### src/sv/tlvf_pkg.sv
// shared types and constants of the tlv record tag filter
// no dependencies; used by every module of the block
`default_nettype none

package tlvf_pkg;

    localparam logic [1:0] MODE_HEADER = 2'd0;
    localparam logic [1:0] MODE_COPY   = 2'd1;
    localparam logic [1:0] MODE_SKIP   = 2'd2;

    localparam int unsigned QUEUE_DEPTH = 4;
    localparam int unsigned QUEUE_AW    = $clog2(QUEUE_DEPTH);

    localparam logic [2:0] ADDR_TARGET_TAG = 3'd0;

    // results caused by one input byte, one to four of them
    typedef struct packed {
        logic [3:0][7:0] bytes;
        logic [1:0]      last_idx;
        logic            bare;
        logic            stream_end;
        logic            found;
        logic [15:0]     offset;
    } t_group;

    typedef struct packed {
        logic [7:0]  out_byte;
        logic        byte_valid;
        logic        stream_end;
        logic        tag_found;
        logic [15:0] found_offset;
    } t_result;

endpackage

`default_nettype wire

### src/sv/tlvf_front.sv
// front part: takes stream bytes, tracks record headers and builds result groups
// depends on tlvf_pkg
`default_nettype none

module tlvf_front #(
    parameter int unsigned MAX_STREAM_BYTES = 65520
) (
    input  wire                  i_clk,
    input  wire                  i_rst_n,
    input  wire  [15:0]          i_target_tag,
    input  wire                  i_in_valid,
    input  wire  [7:0]           i_in_byte,
    input  wire                  i_in_last,
    output logic                 o_in_ready,
    input  wire                  i_queue_full,
    output logic                 o_push,
    output tlvf_pkg::t_group     o_group
);

    localparam logic [15:0] MaxBytes = 16'(MAX_STREAM_BYTES);

    logic [1:0]       r_hc, n_hc;
    logic [7:0]       r_hb [3];
    logic [7:0]       n_hb [3];
    logic [15:0]      r_left, n_left;
    logic [1:0]       r_mode, n_mode;
    logic [15:0]      r_pos, n_pos;
    logic             r_fm_seen, n_fm_seen;
    logic [15:0]      r_fm_off, n_fm_off;

    logic             take;
    logic [2:0]       cnt;
    logic [15:0]      tag;
    logic [15:0]      size;
    logic [15:0]      left_dec;
    logic             accept;

    assign o_in_ready = !i_queue_full;
    assign accept     = i_in_valid && o_in_ready;
    assign take       = r_pos < MaxBytes;
    assign tag        = {r_hb[1], r_hb[0]};
    assign size       = {i_in_byte, r_hb[2]};
    assign left_dec   = r_left - 16'd1;

    always_comb begin
        n_hc      = r_hc;
        n_hb      = r_hb;
        n_left    = r_left;
        n_mode    = r_mode;
        n_pos     = r_pos;
        n_fm_seen = r_fm_seen;
        n_fm_off  = r_fm_off;
        cnt       = 3'd0;
        o_group   = '0;

        if (take) begin
            n_pos = r_pos + 16'd1;
            case (r_mode)
                tlvf_pkg::MODE_COPY: begin
                    o_group.bytes[0] = i_in_byte;
                    cnt              = 3'd1;
                    n_left           = left_dec;
                    if (left_dec == 16'd0) begin
                        n_mode = tlvf_pkg::MODE_HEADER;
                    end
                end
                tlvf_pkg::MODE_SKIP: begin
                    n_left = left_dec;
                    if (left_dec == 16'd0) begin
                        n_mode = tlvf_pkg::MODE_HEADER;
                    end
                end
                default: begin
                    n_mode = tlvf_pkg::MODE_HEADER;
                    if (r_hc != 2'd3) begin
                        n_hb[r_hc] = i_in_byte;
                        n_hc       = r_hc + 2'd1;
                    end else begin
                        n_hc = 2'd0;
                        if (tag == i_target_tag) begin
                            if (!r_fm_seen) begin
                                n_fm_seen = 1'b1;
                                n_fm_off  = r_pos - 16'd3;
                            end
                            if (size != 16'd0) begin
                                n_mode = tlvf_pkg::MODE_SKIP;
                                n_left = size;
                            end
                        end else begin
                            o_group.bytes = {i_in_byte, r_hb[2], r_hb[1], r_hb[0]};
                            cnt           = 3'd4;
                            if (size != 16'd0) begin
                                n_mode = tlvf_pkg::MODE_COPY;
                                n_left = size;
                            end
                        end
                    end
                end
            endcase
        end

        if (i_in_last) begin
            // header fragment left at stream end goes out as it stands
            if (n_mode != tlvf_pkg::MODE_COPY && n_mode != tlvf_pkg::MODE_SKIP
                && n_hc != 2'd0) begin
                o_group.bytes = {8'd0, n_hb[2], n_hb[1], n_hb[0]};
                cnt           = {1'b0, n_hc};
            end
            if (cnt == 3'd0) begin
                o_group.bare = 1'b1;
                cnt          = 3'd1;
            end
            o_group.stream_end = 1'b1;
            o_group.found      = n_fm_seen;
            o_group.offset     = n_fm_seen ? n_fm_off : 16'd0;
        end

        o_group.last_idx = 2'(cnt - 3'd1);
    end

    assign o_push = accept && (cnt != 3'd0);

    always_ff @(posedge i_clk) begin
        if (!i_rst_n) begin
            r_hc      <= 2'd0;
            r_left    <= 16'd0;
            r_mode    <= tlvf_pkg::MODE_HEADER;
            r_pos     <= 16'd0;
            r_fm_seen <= 1'b0;
            r_fm_off  <= 16'd0;
        end else if (accept) begin
            if (i_in_last) begin
                r_hc      <= 2'd0;
                r_left    <= 16'd0;
                r_mode    <= tlvf_pkg::MODE_HEADER;
                r_pos     <= 16'd0;
                r_fm_seen <= 1'b0;
                r_fm_off  <= 16'd0;
            end else begin
                r_hc      <= n_hc;
                r_left    <= n_left;
                r_mode    <= n_mode;
                r_pos     <= n_pos;
                r_fm_seen <= n_fm_seen;
                r_fm_off  <= n_fm_off;
            end
        end
    end

    always_ff @(posedge i_clk) begin
        if (accept) begin
            r_hb <= n_hb;
        end
    end

endmodule

`default_nettype wire

### src/sv/tlvf_queue.sv
// short queue of result groups between the front and back parts
// depends on tlvf_pkg
`default_nettype none

module tlvf_queue (
    input  wire                  i_clk,
    input  wire                  i_rst_n,
    input  wire                  i_push,
    input  tlvf_pkg::t_group     i_group,
    output logic                 o_full,
    input  wire                  i_pop,
    output tlvf_pkg::t_group     o_head,
    output logic                 o_empty
);

    localparam int unsigned AW = tlvf_pkg::QUEUE_AW;

    tlvf_pkg::t_group r_mem [tlvf_pkg::QUEUE_DEPTH];
    logic [AW-1:0]    r_wr, r_rd;
    logic [AW:0]      r_count;

    assign o_full  = r_count == (AW+1)'(tlvf_pkg::QUEUE_DEPTH);
    assign o_empty = r_count == '0;
    assign o_head  = r_mem[r_rd];

    always_ff @(posedge i_clk) begin
        if (!i_rst_n) begin
            r_wr    <= '0;
            r_rd    <= '0;
            r_count <= '0;
        end else begin
            if (i_push) begin
                r_wr <= r_wr + 1'b1;
            end
            if (i_pop) begin
                r_rd <= r_rd + 1'b1;
            end
            if (i_push && !i_pop) begin
                r_count <= r_count + 1'b1;
            end else if (!i_push && i_pop) begin
                r_count <= r_count - 1'b1;
            end
        end
    end

    always_ff @(posedge i_clk) begin
        if (i_push) begin
            r_mem[r_wr] <= i_group;
        end
    end

endmodule

`default_nettype wire

### src/sv/tlvf_back.sv
// back part: splits queued groups into single results behind an output register
// depends on tlvf_pkg
`default_nettype none

module tlvf_back (
    input  wire                  i_clk,
    input  wire                  i_rst_n,
    input  tlvf_pkg::t_group     i_head,
    input  wire                  i_empty,
    output logic                 o_pop,
    output logic                 o_out_valid,
    input  wire                  i_out_ready,
    output tlvf_pkg::t_result    o_result
);

    logic [1:0]          r_sel;
    logic                r_valid;
    tlvf_pkg::t_result   r_res, n_res;
    logic                load;
    logic                final_one;

    assign load      = !i_empty && (!r_valid || i_out_ready);
    assign final_one = r_sel == i_head.last_idx;
    assign o_pop     = load && final_one;

    always_comb begin
        n_res              = '0;
        n_res.out_byte     = i_head.bare ? 8'd0 : i_head.bytes[r_sel];
        n_res.byte_valid   = !i_head.bare;
        if (final_one && i_head.stream_end) begin
            n_res.stream_end   = 1'b1;
            n_res.tag_found    = i_head.found;
            n_res.found_offset = i_head.offset;
        end
    end

    always_ff @(posedge i_clk) begin
        if (!i_rst_n) begin
            r_sel   <= 2'd0;
            r_valid <= 1'b0;
        end else begin
            if (load) begin
                r_valid <= 1'b1;
                r_sel   <= final_one ? 2'd0 : r_sel + 2'd1;
            end else if (i_out_ready) begin
                r_valid <= 1'b0;
            end
        end
    end

    always_ff @(posedge i_clk) begin
        if (load) begin
            r_res <= n_res;
        end
    end

    assign o_out_valid = r_valid;
    assign o_result    = r_res;

endmodule

`default_nettype wire

### src/sv/tlv_record_tag_filter.sv
// top level of the tlv record tag filter: config register, front, queue, back
// depends on tlvf_pkg, tlvf_front, tlvf_queue, tlvf_back
//
//   channel  | signals                                        | transfer when
//   ---------+------------------------------------------------+-------------------------
//   input    | i_in_byte, i_in_last                           | i_in_valid & o_in_ready
//   output   | o_out_byte, o_byte_valid, o_stream_end,        | o_out_valid & i_out_ready
//            | o_tag_found, o_found_offset                    |
//   config   | psel, penable, pwrite, paddr, pwdata, prdata   | psel & penable & pready
//
// one input byte per cycle while the four-entry group queue has room
// a kept header gives four results, drained one a cycle by the output register while i_out_ready is high
// results of an accepted byte pass through a group queue entry and then the output register
// reset is synchronous and clears control state only; target tag resets to zero
`default_nettype none

module tlv_record_tag_filter #(
    parameter int unsigned MAX_STREAM_BYTES = 65520
) (
    input  wire         i_clk,
    input  wire         i_rst_n,
    input  wire         i_in_valid,
    output logic        o_in_ready,
    input  wire  [7:0]  i_in_byte,
    input  wire         i_in_last,
    output logic        o_out_valid,
    input  wire         i_out_ready,
    output logic [7:0]  o_out_byte,
    output logic        o_byte_valid,
    output logic        o_stream_end,
    output logic        o_tag_found,
    output logic [15:0] o_found_offset,
    input  wire         psel,
    input  wire         penable,
    input  wire         pwrite,
    input  wire  [2:0]  paddr,
    input  wire  [31:0] pwdata,
    output logic [31:0] prdata,
    output logic        pready
);

    logic [15:0]        r_target_tag;
    logic               queue_full;
    logic               queue_empty;
    logic               push;
    logic               pop;
    tlvf_pkg::t_group   group_in;
    tlvf_pkg::t_group   group_head;
    tlvf_pkg::t_result  result;

    assign pready = 1'b1;
    assign prdata = (paddr == tlvf_pkg::ADDR_TARGET_TAG) ? {16'd0, r_target_tag} : 32'd0;

    always_ff @(posedge i_clk) begin
        if (!i_rst_n) begin
            r_target_tag <= 16'd0;
        end else if (psel && penable && pwrite && pready
                     && paddr == tlvf_pkg::ADDR_TARGET_TAG) begin
            r_target_tag <= pwdata[15:0];
        end
    end

    tlvf_front #(
        .MAX_STREAM_BYTES(MAX_STREAM_BYTES)
    ) u_front (
        .i_clk        (i_clk),
        .i_rst_n      (i_rst_n),
        .i_target_tag (r_target_tag),
        .i_in_valid   (i_in_valid),
        .i_in_byte    (i_in_byte),
        .i_in_last    (i_in_last),
        .o_in_ready   (o_in_ready),
        .i_queue_full (queue_full),
        .o_push       (push),
        .o_group      (group_in)
    );

    tlvf_queue u_queue (
        .i_clk   (i_clk),
        .i_rst_n (i_rst_n),
        .i_push  (push),
        .i_group (group_in),
        .o_full  (queue_full),
        .i_pop   (pop),
        .o_head  (group_head),
        .o_empty (queue_empty)
    );

    tlvf_back u_back (
        .i_clk       (i_clk),
        .i_rst_n     (i_rst_n),
        .i_head      (group_head),
        .i_empty     (queue_empty),
        .o_pop       (pop),
        .o_out_valid (o_out_valid),
        .i_out_ready (i_out_ready),
        .o_result    (result)
    );

    assign o_out_byte     = result.out_byte;
    assign o_byte_valid   = result.byte_valid;
    assign o_stream_end   = result.stream_end;
    assign o_tag_found    = result.tag_found;
    assign o_found_offset = result.found_offset;

endmodule

`default_nettype wire
### config.mk
export PLATFORM = sky130hd
export DESIGN_NAME = tlv_record_tag_filter
export DESIGN_NICKNAME = d
export VERILOG_FILES = /design/src/sv/tlvf_pkg.sv /design/src/sv/tlvf_front.sv /design/src/sv/tlvf_queue.sv /design/src/sv/tlvf_back.sv /design/src/sv/tlv_record_tag_filter.sv
export SDC_FILE = /design/constraint.sdc
export NUM_CORES = 1
export LEC_CHECK = 0
export ABC_CLOCK_PERIOD_IN_PS = 6970
export BUFFER_PORTS_ARGS = -buffer_cell sky130_fd_sc_hd__clkbuf_2
export CORE_ASPECT_RATIO = 0.5
export CORE_MARGIN = 8
export CORE_UTILIZATION = 35
export DETAILED_ROUTE_END_ITERATION = 12
export SETUP_SLACK_MARGIN = 0.15
export SLEW_MARGIN = 20
export SYNTH_ARGS = -nofsm -noshare
export SYNTH_HDL_FRONTEND = slang
export SYNTH_HIERARCHICAL = 1
export SYNTH_SLANG_ARGS = --single-unit
### constraint.sdc
create_clock -name i_clk -period 6.97 [get_ports i_clk]
set_clock_uncertainty 0.1 [all_clocks]
set_input_delay 0.697 -clock i_clk [delete_from_list [all_inputs] [get_ports i_clk]]
set_output_delay 0.697 -clock i_clk [all_outputs]
set_load 0.05 [all_outputs]
==> impl_metrics.env, run 1 <==
export IMPL_fin_total_pwr_w=0.005924
export IMPL_slew_headroom=0.3189
export IMPL_fillers=4069
export IMPL_route_detailed_drc=0
export IMPL_grt_overflow=0
export IMPL_status="finished clean"
export IMPL_cts_tree="yes"
export IMPL_crit_path_start_kind="flip-flop"
export IMPL_die_width_um=315.8
export IMPL_layout_commonest_cell="edfxtp_1"
export IMPL_hold_path_class="primary input to flip-flop"
export IMPL_synth_main_ff_cell="edfxtp_1"
export IMPL_wl_um=33730
export IMPL_post_cts_setup_buffer_count=0
export IMPL_routed_via_density=5.090
export IMPL_grt_total_usage=0.1236
export IMPL_clkLatencyLatePin_ns=0.52
export IMPL_vias=9116
export IMPL_ys_seq_elements=344
export IMPL_diodes=0
export IMPL_port_buffers=79
export IMPL_antenna_left=0
export IMPL_combPwrFrac=0.223
export IMPL_avgSynthCellArea_um2=14.13
export IMPL_mappedNetlistArea_um2=15730
export IMPL_antenna_found_initial=0
export IMPL_pwr_share_clk=0.327
export IMPL_clk_pin_slew_ns=0.06
export IMPL_setup_viol=0
export IMPL_hold_viol=0
export IMPL_synth_edf_count=263
export IMPL_final_setup_tns_ns=0
export IMPL_setup_ws_ns=1.763
export IMPL_mostFrequentLayoutCells="edfxtp_1 (263), nand2_1 (85), clkbuf_2 (79), dfxtp_1 (79), nor2_1 (57)"
export IMPL_required_ns=7.30
export IMPL_clkSinkCount=344
export IMPL_p_seq_frac=0.451
export IMPL_period_needed_ns=5.207
export IMPL_path_max_fanout=11
export IMPL_initial_core_util=0.3512
export IMPL_tightestPinTransition_ns=1.022
export IMPL_drv_cap=0
export IMPL_die_area_um2=52400
export IMPL_worstSetupEndpointType="flip-flop"
export IMPL_final_max_slew_violation_count=0
export IMPL_drt_iter0_markers=672
export IMPL_dr_pass1_iters=5
export IMPL_coreArea_um2=44800
export IMPL_synth_cell_types=80
export IMPL_die_h_um=165.9
export IMPL_grt_first_pass_wirelength_um=52100
export IMPL_nets=1232
export IMPL_layout_cells_non_filler=1791
export IMPL_fmax_mhz=192.0
export IMPL_place_congestion=0.8033
export IMPL_p_sw_frac=0.3026
export IMPL_htreeDepth=2
export IMPL_yosysSeqAreaShare=0.6051
export IMPL_fin_crit_sh=0.7471
export IMPL_syn_inst=1113
export IMPL_std_cell_rows=55
export IMPL_final_util=0.3938
export IMPL_cts_buffers=36
export IMPL_post_cts_resized=0
export IMPL_drive_gt1_frac=0.2230
export IMPL_wl_per_cell_um=18.83
export IMPL_p_per_area_nw_per_um2=335.8
export IMPL_grt_setup_unrepaired="false"
export IMPL_hpwl_um=21830
export IMPL_io_pins=113
export IMPL_yosysWarningCount=6
export IMPL_grt_pass1_vias=9073
export IMPL_switching_power_w=0.001793
export IMPL_p_int_w=0.004132
export IMPL_path_class="flip-flop to flip-flop"
export IMPL_async_reset_ff_frac=0
export IMPL_dp_cells=1726
export IMPL_max_clock_path_buffers=3
export IMPL_crit_arrival_ns=5.54
export IMPL_cts_root_buffer="clkbuf_16"
export IMPL_grt_max_degree=85
export IMPL_power_leakage_nw=6.005
export IMPL_area_delta_synth_final_pct=12.15
export IMPL_cts_hold_buf=0
export IMPL_place_ws_ns=1.823
export IMPL_ir_drop_uv=156.3
## worst max-delay path, stage by stage (launching register included)
cell and delay, ns:
dfxtp_1 0.41, inv_1 0.09, ha_1 0.39, nor3b_1 0.52
nand2_1 0.27, mux2i_1 0.19, nand3_1 0.16, o21ba_2 0.33
and3b_1 0.22, a22o_1 0.30, ha_1 0.24, a21oi_1 0.49
ha_1 0.30, inv_1 0.06, fa_1 0.37, xor2_1 0.17
or3_1 0.30, a21boi_0 0.20
## Yosys cell counts, types with 8 or more instances
master / count / share of area
inv_1: 20 / 0.0048
a22o_1: 25 / 0.014
edfxtp_1: 263 / 0.50
xnor2_1: 14 / 0.0078
and2_2: 18 / 0.0086
mux4_1: 8 / 0.013
mux2i_1: 33 / 0.021
mux4_2: 53 / 0.076
nor4_1: 13 / 0.0052
xor2_1: 39 / 0.022
a21oi_1: 14 / 0.0045
nor2b_1: 35 / 0.014
o21ai_0: 25 / 0.0080
nor2_1: 57 / 0.014
buf_4: 20 / 0.0095
nor3_1: 15 / 0.0048
mux2_2: 24 / 0.017
clkbuf_1: 32 / 0.0076
dfxtp_1: 81 / 0.10
nand2_1: 85 / 0.020
a22oi_1: 23 / 0.011
nand3_1: 12 / 0.0038
and2_1: 45 / 0.018
buf_2: 17 / 0.0054
ha_1: 14 / 0.011
nand4_1: 12 / 0.0048
## power by group through the flow
stage | combinational (W) | clock, W | sequential (W)
2_1_floorplan | 0.000839 | 0 | 0.00291
3_3_place_gp | 0.00131 | 0 | 0.00271
3_5_place_dp | 0.00132 | 0 | 0.00272
4_1_cts | 0.00133 | 0.00198 | 0.00268
5_1_grt | 0.00140 | 0.00205 | 0.00270
6_report | 0.00132 | 0.00194 | 0.00267
## area by class of cell
cell class	instances	area [µm²]	area share
multi-input combinational	679	5664	0.3210
sequential	344	9524	0.5398
inverter	21	78.83	0.004468
tap	598	748.2	0.04241
clock buffer	40	915.9	0.05191
timing repair buffer	84	432.9	0.02454
clock inverter	25	279.0	0.01581
## kinds of logic after synthesis
logic type / after synthesis / share of synthesized area
other: 2 / 0.0004774
adder cells (fa/ha/maj): 15 / 0.01241
buffers and inverters: 105 / 0.04040
AND/OR/NAND/NOR: 337 / 0.1180
AO/OA/AOI/OAI: 139 / 0.06665
multiplexers: 118 / 0.1274
flip-flops: 344 / 0.6051
XOR/XNOR: 53 / 0.02951
## through the flow
step / cell area, µm² / hold slack (ns)
4_1_cts: 17630 / 0.2967
3_5_place_dp: 16440 / 0.3821
6_report: 17640 / 0.3089
5_1_grt: 17640 / 0.3078
2_1_floorplan: 15790 / 0.3548
3_3_place_gp: 16440 / 0.3729
## routing by layer
metal | GRT usage | share of wire | up-vias
met4 | 0.03164 | 0.019 | 0
met3 | 0.01975 | 0.045 | 49
met1 | 0.1690 | 0.46 | 4591
li1 | - | - | 4267
met5 | 0 | 0 | -
met2 | 0.2043 | 0.48 | 209
## state kept, by name, summed over array words and instances (netlist names), 2 cells and up, named ones only
| signal | count |
|---|---|
| u_queue/r_mem | 212 |
| u_back/o_result | 27 |
| u_queue/r_rd | 2 |
| u_front/r_hc | 2 |
| u_front/r_hb | 24 |
| u_front/r_mode | 2 |
| u_back/r_sel | 2 |
| u_front/r_pos | 16 |
| u_queue/r_wr | 2 |
| u_front/r_left | 16 |
| u_queue/r_count | 3 |
| r_target_tag | 16 |
| u_front/r_fm_off | 16 |
## worst paths after layout
path | endpoint | slack, ns | start | cells after the start
worst min-delay path | r_target_tag[2] | 0.31 | pwdata[2] | 3
worst max-delay path | u_queue/r_count[2] | 1.76 | u_front/r_left[0] | 17
worst min register to register | r_target_tag[8] | 0.39 | r_target_tag[8] | 2
worst max register to register | u_queue/r_count[2] | 1.76 | u_front/r_left[0] | 17
No activity file was read; power rests on OpenSTA's default activity.
==> run 2, diff against run 1 <==
Settings changed: ABC_CLOCK_PERIOD_IN_PS 6970 to 4300.
Clock period 6.97 ns to 4.3 ns, I/O delays scaled along.
==> impl_metrics.env, run 2 (synthesis gave the netlist of run 1 again) <==
export IMPL_drive_gt1_frac=0.2543
export IMPL_slowest_delay_ns=0.47
export IMPL_clkSinkCount=344
export IMPL_period_needed_ns=3.984
export IMPL_slew_headroom=0.3529
export IMPL_ff2ff_setup_slack_ns=0.32
export IMPL_crit_path_start_kind="flip-flop"
export IMPL_whs_path_depth=3
export IMPL_worstHoldStart="pwdata[14]"
export IMPL_hold_path_class="primary input to flip-flop"
export IMPL_antenna_left=0
export IMPL_path_max_fanout=7
export IMPL_rr_endpoint="u_queue/r_count[2]"
export IMPL_layout_commonest_cell="edfxtp_1"
export IMPL_hpwl_um=23640
export IMPL_p_per_area_nw_per_um2=532.4
export IMPL_dr_pass1_iters=5
export IMPL_nets=1274
export IMPL_cts_buffers=35
export IMPL_path_class="flip-flop to flip-flop"
export IMPL_grt_first_pass_wirelength_um=54140
export IMPL_die_h_um=165.9
export IMPL_multi_input_area_um2=5717
export IMPL_cts_root_buffer="clkbuf_16"
export IMPL_fmax_mhz=251.0
export IMPL_final_setup_tns_ns=0
export IMPL_ir_drop_uv=330.3
export IMPL_setup_viol=0
export IMPL_port_buffers=79
export IMPL_worstSetupEndpointType="flip-flop"
export IMPL_std_cell_rows=55
export IMPL_htreeDepth=2
export IMPL_tightestPinTransition_ns=0.9707
export IMPL_hold_viol=0
export IMPL_power_leakage_nw=6.253
export IMPL_worstPathCellList="nor4_2, nand4_1, xor2_1, nand4_1, o21ba_4, and3b_1, a22o_4, ha_1, a21oi_2, buf_6, ha_2, inv_1, fa_1, xor2_1, or3_1, a21boi_1"
export IMPL_regMostFlops="u_queue/r_mem"
export IMPL_route_detailed_drc=0
export IMPL_vias=9361
export IMPL_max_clock_path_buffers=3
export IMPL_grt_pass1_vias=9529
export IMPL_status="finished clean"
export IMPL_final_util=0.4030
export IMPL_die_area_um2=52400
export IMPL_crit_arrival_ns=4.33
export IMPL_antenna_found_initial=0
export IMPL_final_max_slew_violation_count=0
export IMPL_reg2reg_from="u_front/r_left[4]"
export IMPL_drv_cap=0
export IMPL_mostFrequentLayoutCells="edfxtp_1 (263), nand2_1 (85), clkbuf_2 (79), dfxtp_1 (78), nor2_1 (57)"
export IMPL_clk_pin_slew_ns=0.06
export IMPL_largest_reg_flops=212
export IMPL_seq_area_um2=9525
export IMPL_grt_setup_unrepaired="false"
export IMPL_clkLatencyLatePin_ns=0.52
export IMPL_startpoint="u_front/r_left[4]"
export IMPL_grt_total_usage=0.1290
export IMPL_cts_tree="yes"
export IMPL_drt_iter0_markers=699
export IMPL_wl_um=34940
export IMPL_io_pins=113
export IMPL_whs_endpoint="r_target_tag[14]"
export IMPL_grt_overflow=0
export IMPL_routed_via_density=5.104
export IMPL_coreArea_um2=44800
export IMPL_cts_hold_buf=0
export IMPL_required_ns=4.65
export IMPL_reg2regPathDepth=16
export IMPL_wl_per_cell_um=19.05
export IMPL_die_width_um=315.8
export IMPL_area_delta_synth_final_pct=14.78
export IMPL_place_congestion=0.8226
export IMPL_fin_crit_sh=0.9265
export IMPL_slowest_stage="nor4_2"
export IMPL_initial_core_util=0.3512
export IMPL_fillers=4034
export IMPL_grt_max_degree=48
[run 2: final cells by class]
type | count | share of cell area
clock buffers | 43 | 0.05190
diodes | 1 | 0.0001386
flip-flops and latches | 344 | 0.5275
well taps | 598 | 0.04144
inverters | 21 | 0.004366
clock inverters | 21 | 0.01317
repair buffers | 127 | 0.04483
multi-input cells | 679 | 0.3166
[run 2: report_power, final]
| group | switching, W | total, W | internal [W] | leakage (nW) |
|---|---|---|---|---|
| Combinational | 0.00141 | 0.00225 | 0.000842 | 2.61 |
| Sequential | 0.000221 | 0.00427 | 0.00405 | 3.07 |
| Clock | 0.00123 | 0.00309 | 0.00186 | 0.572 |
| Total | 0.00286 | 0.00961 | 0.00675 | 6.25 |
[run 2: worst max path at each step]
stage / end / depth (start not counted)
after global placement: u_queue/r_count[2] / 18
after global routing: u_queue/r_count[2] / 17
after floorplan: u_queue/r_count[2] / 18
after detailed placement: u_queue/r_count[2] / 17
after CTS: u_queue/r_count[2] / 18
final: u_queue/r_count[2] / 16
[run 2: worst max-delay path, delay by kind of cell, from the launching register on]
family / cells / cell delay (ns)
AND/OR/NAND/NOR: 5 / 1.31
adder cells (fa/ha/maj): 3 / 0.76
AO/OA/AOI/OAI: 4 / 0.73
flip-flops: 1 / 0.43
XOR/XNOR: 2 / 0.39
buffers and inverters: 2 / 0.20
[run 2: layer usage]
layer	GRT usage	vias to the layer above	part of all wire
met5	0	-	0
met4	0.03263	0	0.018
met3	0.02236	49	0.051
met2	0.2180	253	0.48
met1	0.1712	4704	0.45
li1	-	4355	-
[run 2: repair_timing]
| action | 4_1_cts | 5_1_grt |
|---|---|---|
| setup endpoints to repair | 1 | 45 |
| pin swaps | 0 | 2 |
| setup buffers | 1 | 3 |
| resized for setup | 2 | 16 |
[run 2: metrics by stage]
step / hold WS (ns) / area, µm² / worst slack (ns) / std cells / power [W]
finish: 0.04654 / 18060 / 0.3161 / 1834 / 0.009612
global route: 0.05282 / 18050 / 0.1399 / 1833 / 0.01001
CTS: 0.02954 / 17960 / 0.1528 / 1830 / 0.009714
detailed placement: 0.3859 / 16770 / 0.04749 / 1765 / 0.006617
global placement: 0.3710 / 16770 / 0.2495 / 1765 / 0.006559
floorplan: 0.3548 / 15790 / 0.1693 / 1128 / 0.006079
==> run 3, diff against run 2 <==
Settings changed: CORE_ASPECT_RATIO 0.5 to not set, SETUP_SLACK_MARGIN 0.15 to not set.
==> impl_metrics.env, run 3 (synthesis gave the netlist of run 1 again) <==
export IMPL_cts_tree="yes"
export IMPL_drive_gt1_frac=0.2506
export IMPL_seq_area_um2=9525
export IMPL_route_detailed_drc=0
export IMPL_dp_cells=1756
export IMPL_largest_reg_flops=212
export IMPL_cts_buffers=36
export IMPL_nets=1271
export IMPL_htreeDepth=2
export IMPL_coreArea_um2=44320
export IMPL_area_delta_synth_final_pct=14.28
export IMPL_clkLatencyLatePin_ns=0.55
export IMPL_cts_root_buffer="clkbuf_16"
export IMPL_slew_headroom=0.3960
export IMPL_setup_viol=0
export IMPL_hpwl_um=22240
export IMPL_vias=9147
export IMPL_diodes=0
export IMPL_die_area_um2=51990
export IMPL_switching_power_w=0.002876
export IMPL_p_int_w=0.006748
export IMPL_io_pins=113
export IMPL_rr_endpoint="u_queue/r_count[2]"
export IMPL_die_width_um=228.0
export IMPL_clkSinkCount=344
export IMPL_final_setup_tns_ns=0
export IMPL_status="finished clean"
export IMPL_wl_um=33010
export IMPL_port_buffers=79
export IMPL_path_max_fanout=7
export IMPL_drt_iter0_markers=516
export IMPL_fillers=4129
export IMPL_required_ns=4.66
export IMPL_grt_pass1_vias=9308
export IMPL_dr_pass1_iters=5
export IMPL_p_per_area_nw_per_um2=535.3
export IMPL_reg2reg_from="u_front/r_left[0]"
export IMPL_period_needed_ns=4.025
export IMPL_fin_crit_sh=0.9359
export IMPL_crit_path_start_kind="flip-flop"
export IMPL_drv_cap=0
export IMPL_std_cell_rows=77
export IMPL_reg2regPathDepth=17
export IMPL_worstSetupEndpointType="flip-flop"
export IMPL_grt_max_degree=84
export IMPL_p_seq_frac=0.443
export IMPL_layout_cells_non_filler=1825
export IMPL_hold_viol=0
export IMPL_antenna_left=0
export IMPL_cts_hold_buf=0
export IMPL_mostFrequentLayoutCells="edfxtp_1 (263), nand2_1 (84), clkbuf_2 (79), dfxtp_1 (78), nor2_1 (57)"
export IMPL_final_max_slew_violation_count=0
export IMPL_initial_core_util=0.3550
export IMPL_fin_total_pwr_w=0.009625
export IMPL_fmax_mhz=248.5
export IMPL_layout_commonest_cell="edfxtp_1"
export IMPL_combPwrFrac=0.227
export IMPL_ff2ff_setup_slack_ns=0.28
export IMPL_max_clock_path_buffers=3
export IMPL_tightestPinTransition_ns=0.9059
export IMPL_antenna_found_initial=0
export IMPL_p_sw_frac=0.2988
export IMPL_crit_end="u_queue/r_count[2]"
export IMPL_clk_pin_slew_ns=0.06
export IMPL_wl_per_cell_um=18.09
export IMPL_crit_arrival_ns=4.39
export IMPL_die_h_um=228.0
export IMPL_ir_drop_uv=258.4
export IMPL_regMostFlops="u_queue/r_mem"
export IMPL_power_leakage_nw=6.234
export IMPL_routed_via_density=5.012
export IMPL_hold_path_class="primary input to flip-flop"
export IMPL_startpoint="u_front/r_left[0]"
export IMPL_path_class="flip-flop to flip-flop"
export IMPL_pwr_share_clk=0.330
export IMPL_grt_total_usage=0.1242
export IMPL_grt_overflow=0
export IMPL_grt_first_pass_wirelength_um=52170
export IMPL_place_congestion=0.8668
export IMPL_multi_input_area_um2=5649
[run 3: changes by cell type in the layout (fill, tap and decap cells not counted), sizes merged]
cell	previous run	this run
inv	21	23
diode	1	0
buf	48	44
clkbuf	122	123
clkinv	15	14
[run 3: timing repair]
item | in CTS | in global routing
setup buffers | 0 | 3
endpoints found under the setup margin | 0 | 1
resized for setup | 0 | 2
[run 3: power by group through the flow]
stage | registers [W] | logic [W] | clock network (W)
after floorplan | 0.00472 | 0.00136 | 0
after global placement | 0.00433 | 0.00221 | 0
after detailed placement | 0.00434 | 0.00222 | 0
after CTS | 0.00427 | 0.00223 | 0.00326
after global routing | 0.00431 | 0.00234 | 0.00338
final | 0.00427 | 0.00218 | 0.00318
[run 3: how the worst min path moves through the flow]
stage,start,end,cells past startpoint
3_3_place_gp,r_target_tag[6],r_target_tag[6],2
6_report,pwdata[2],r_target_tag[2],3
5_1_grt,pwdata[13],r_target_tag[13],3
4_1_cts,pwdata[13],r_target_tag[13],3
2_1_floorplan,r_target_tag[3],r_target_tag[3],2
3_5_place_dp,r_target_tag[5],r_target_tag[5],2
[run 3: per-layer routing]
layer	vias up	part of all wire	global-route usage	wire length [µm]
met5	-	0	0	0
met4	0	0.023	0.03950	747
met3	50	0.031	0.02159	1034
li1	4338	-	-	-
met2	142	0.50	0.2159	16530
met1	4617	0.45	0.1559	14700
[run 3: worst max-delay path, stage by stage (launching register included)]
cell,delay (ns)
dfxtp_1,0.34
buf_4,0.17
or4_1,0.58
nor3_1,0.19
a2111oi_1,0.08
nand3_1,0.15
o21ba_2,0.19
and3b_1,0.19
a22o_1,0.22
ha_1,0.19
a21oi_1,0.13
buf_4,0.19
ha_1,0.19
inv_1,0.06
fa_1,0.37
xor2_1,0.17
or3_1,0.30
a21boi_0,0.16
[run 3: per-stage QoR]
step | hold slack [ns] | instance area [µm²] | util | setup slack, ns
detailed placement | 0.3765 | 16740 | 0.3778 | 0.1387
global route | 0.02769 | 17980 | 0.4057 | -0.005496
floorplan | 0.3548 | 15790 | - | 0.1693
finish | 0.02864 | 17980 | 0.4057 | 0.2754
CTS | 0.01673 | 17950 | 0.4051 | 0.1285
global placement | 0.3731 | 16740 | 0.3778 | 0.1834
[run 3: final cells by class]
type                            count  share of cell area
Clock buffer                       44             0.05178
Clock inverter                     22             0.01545
Inverter                           21            0.004384
Multi-Input combinational cell    679              0.3142
Sequential cell                   344              0.5298
Tap cell                          592             0.04120
Timing Repair Buffer              123             0.04315
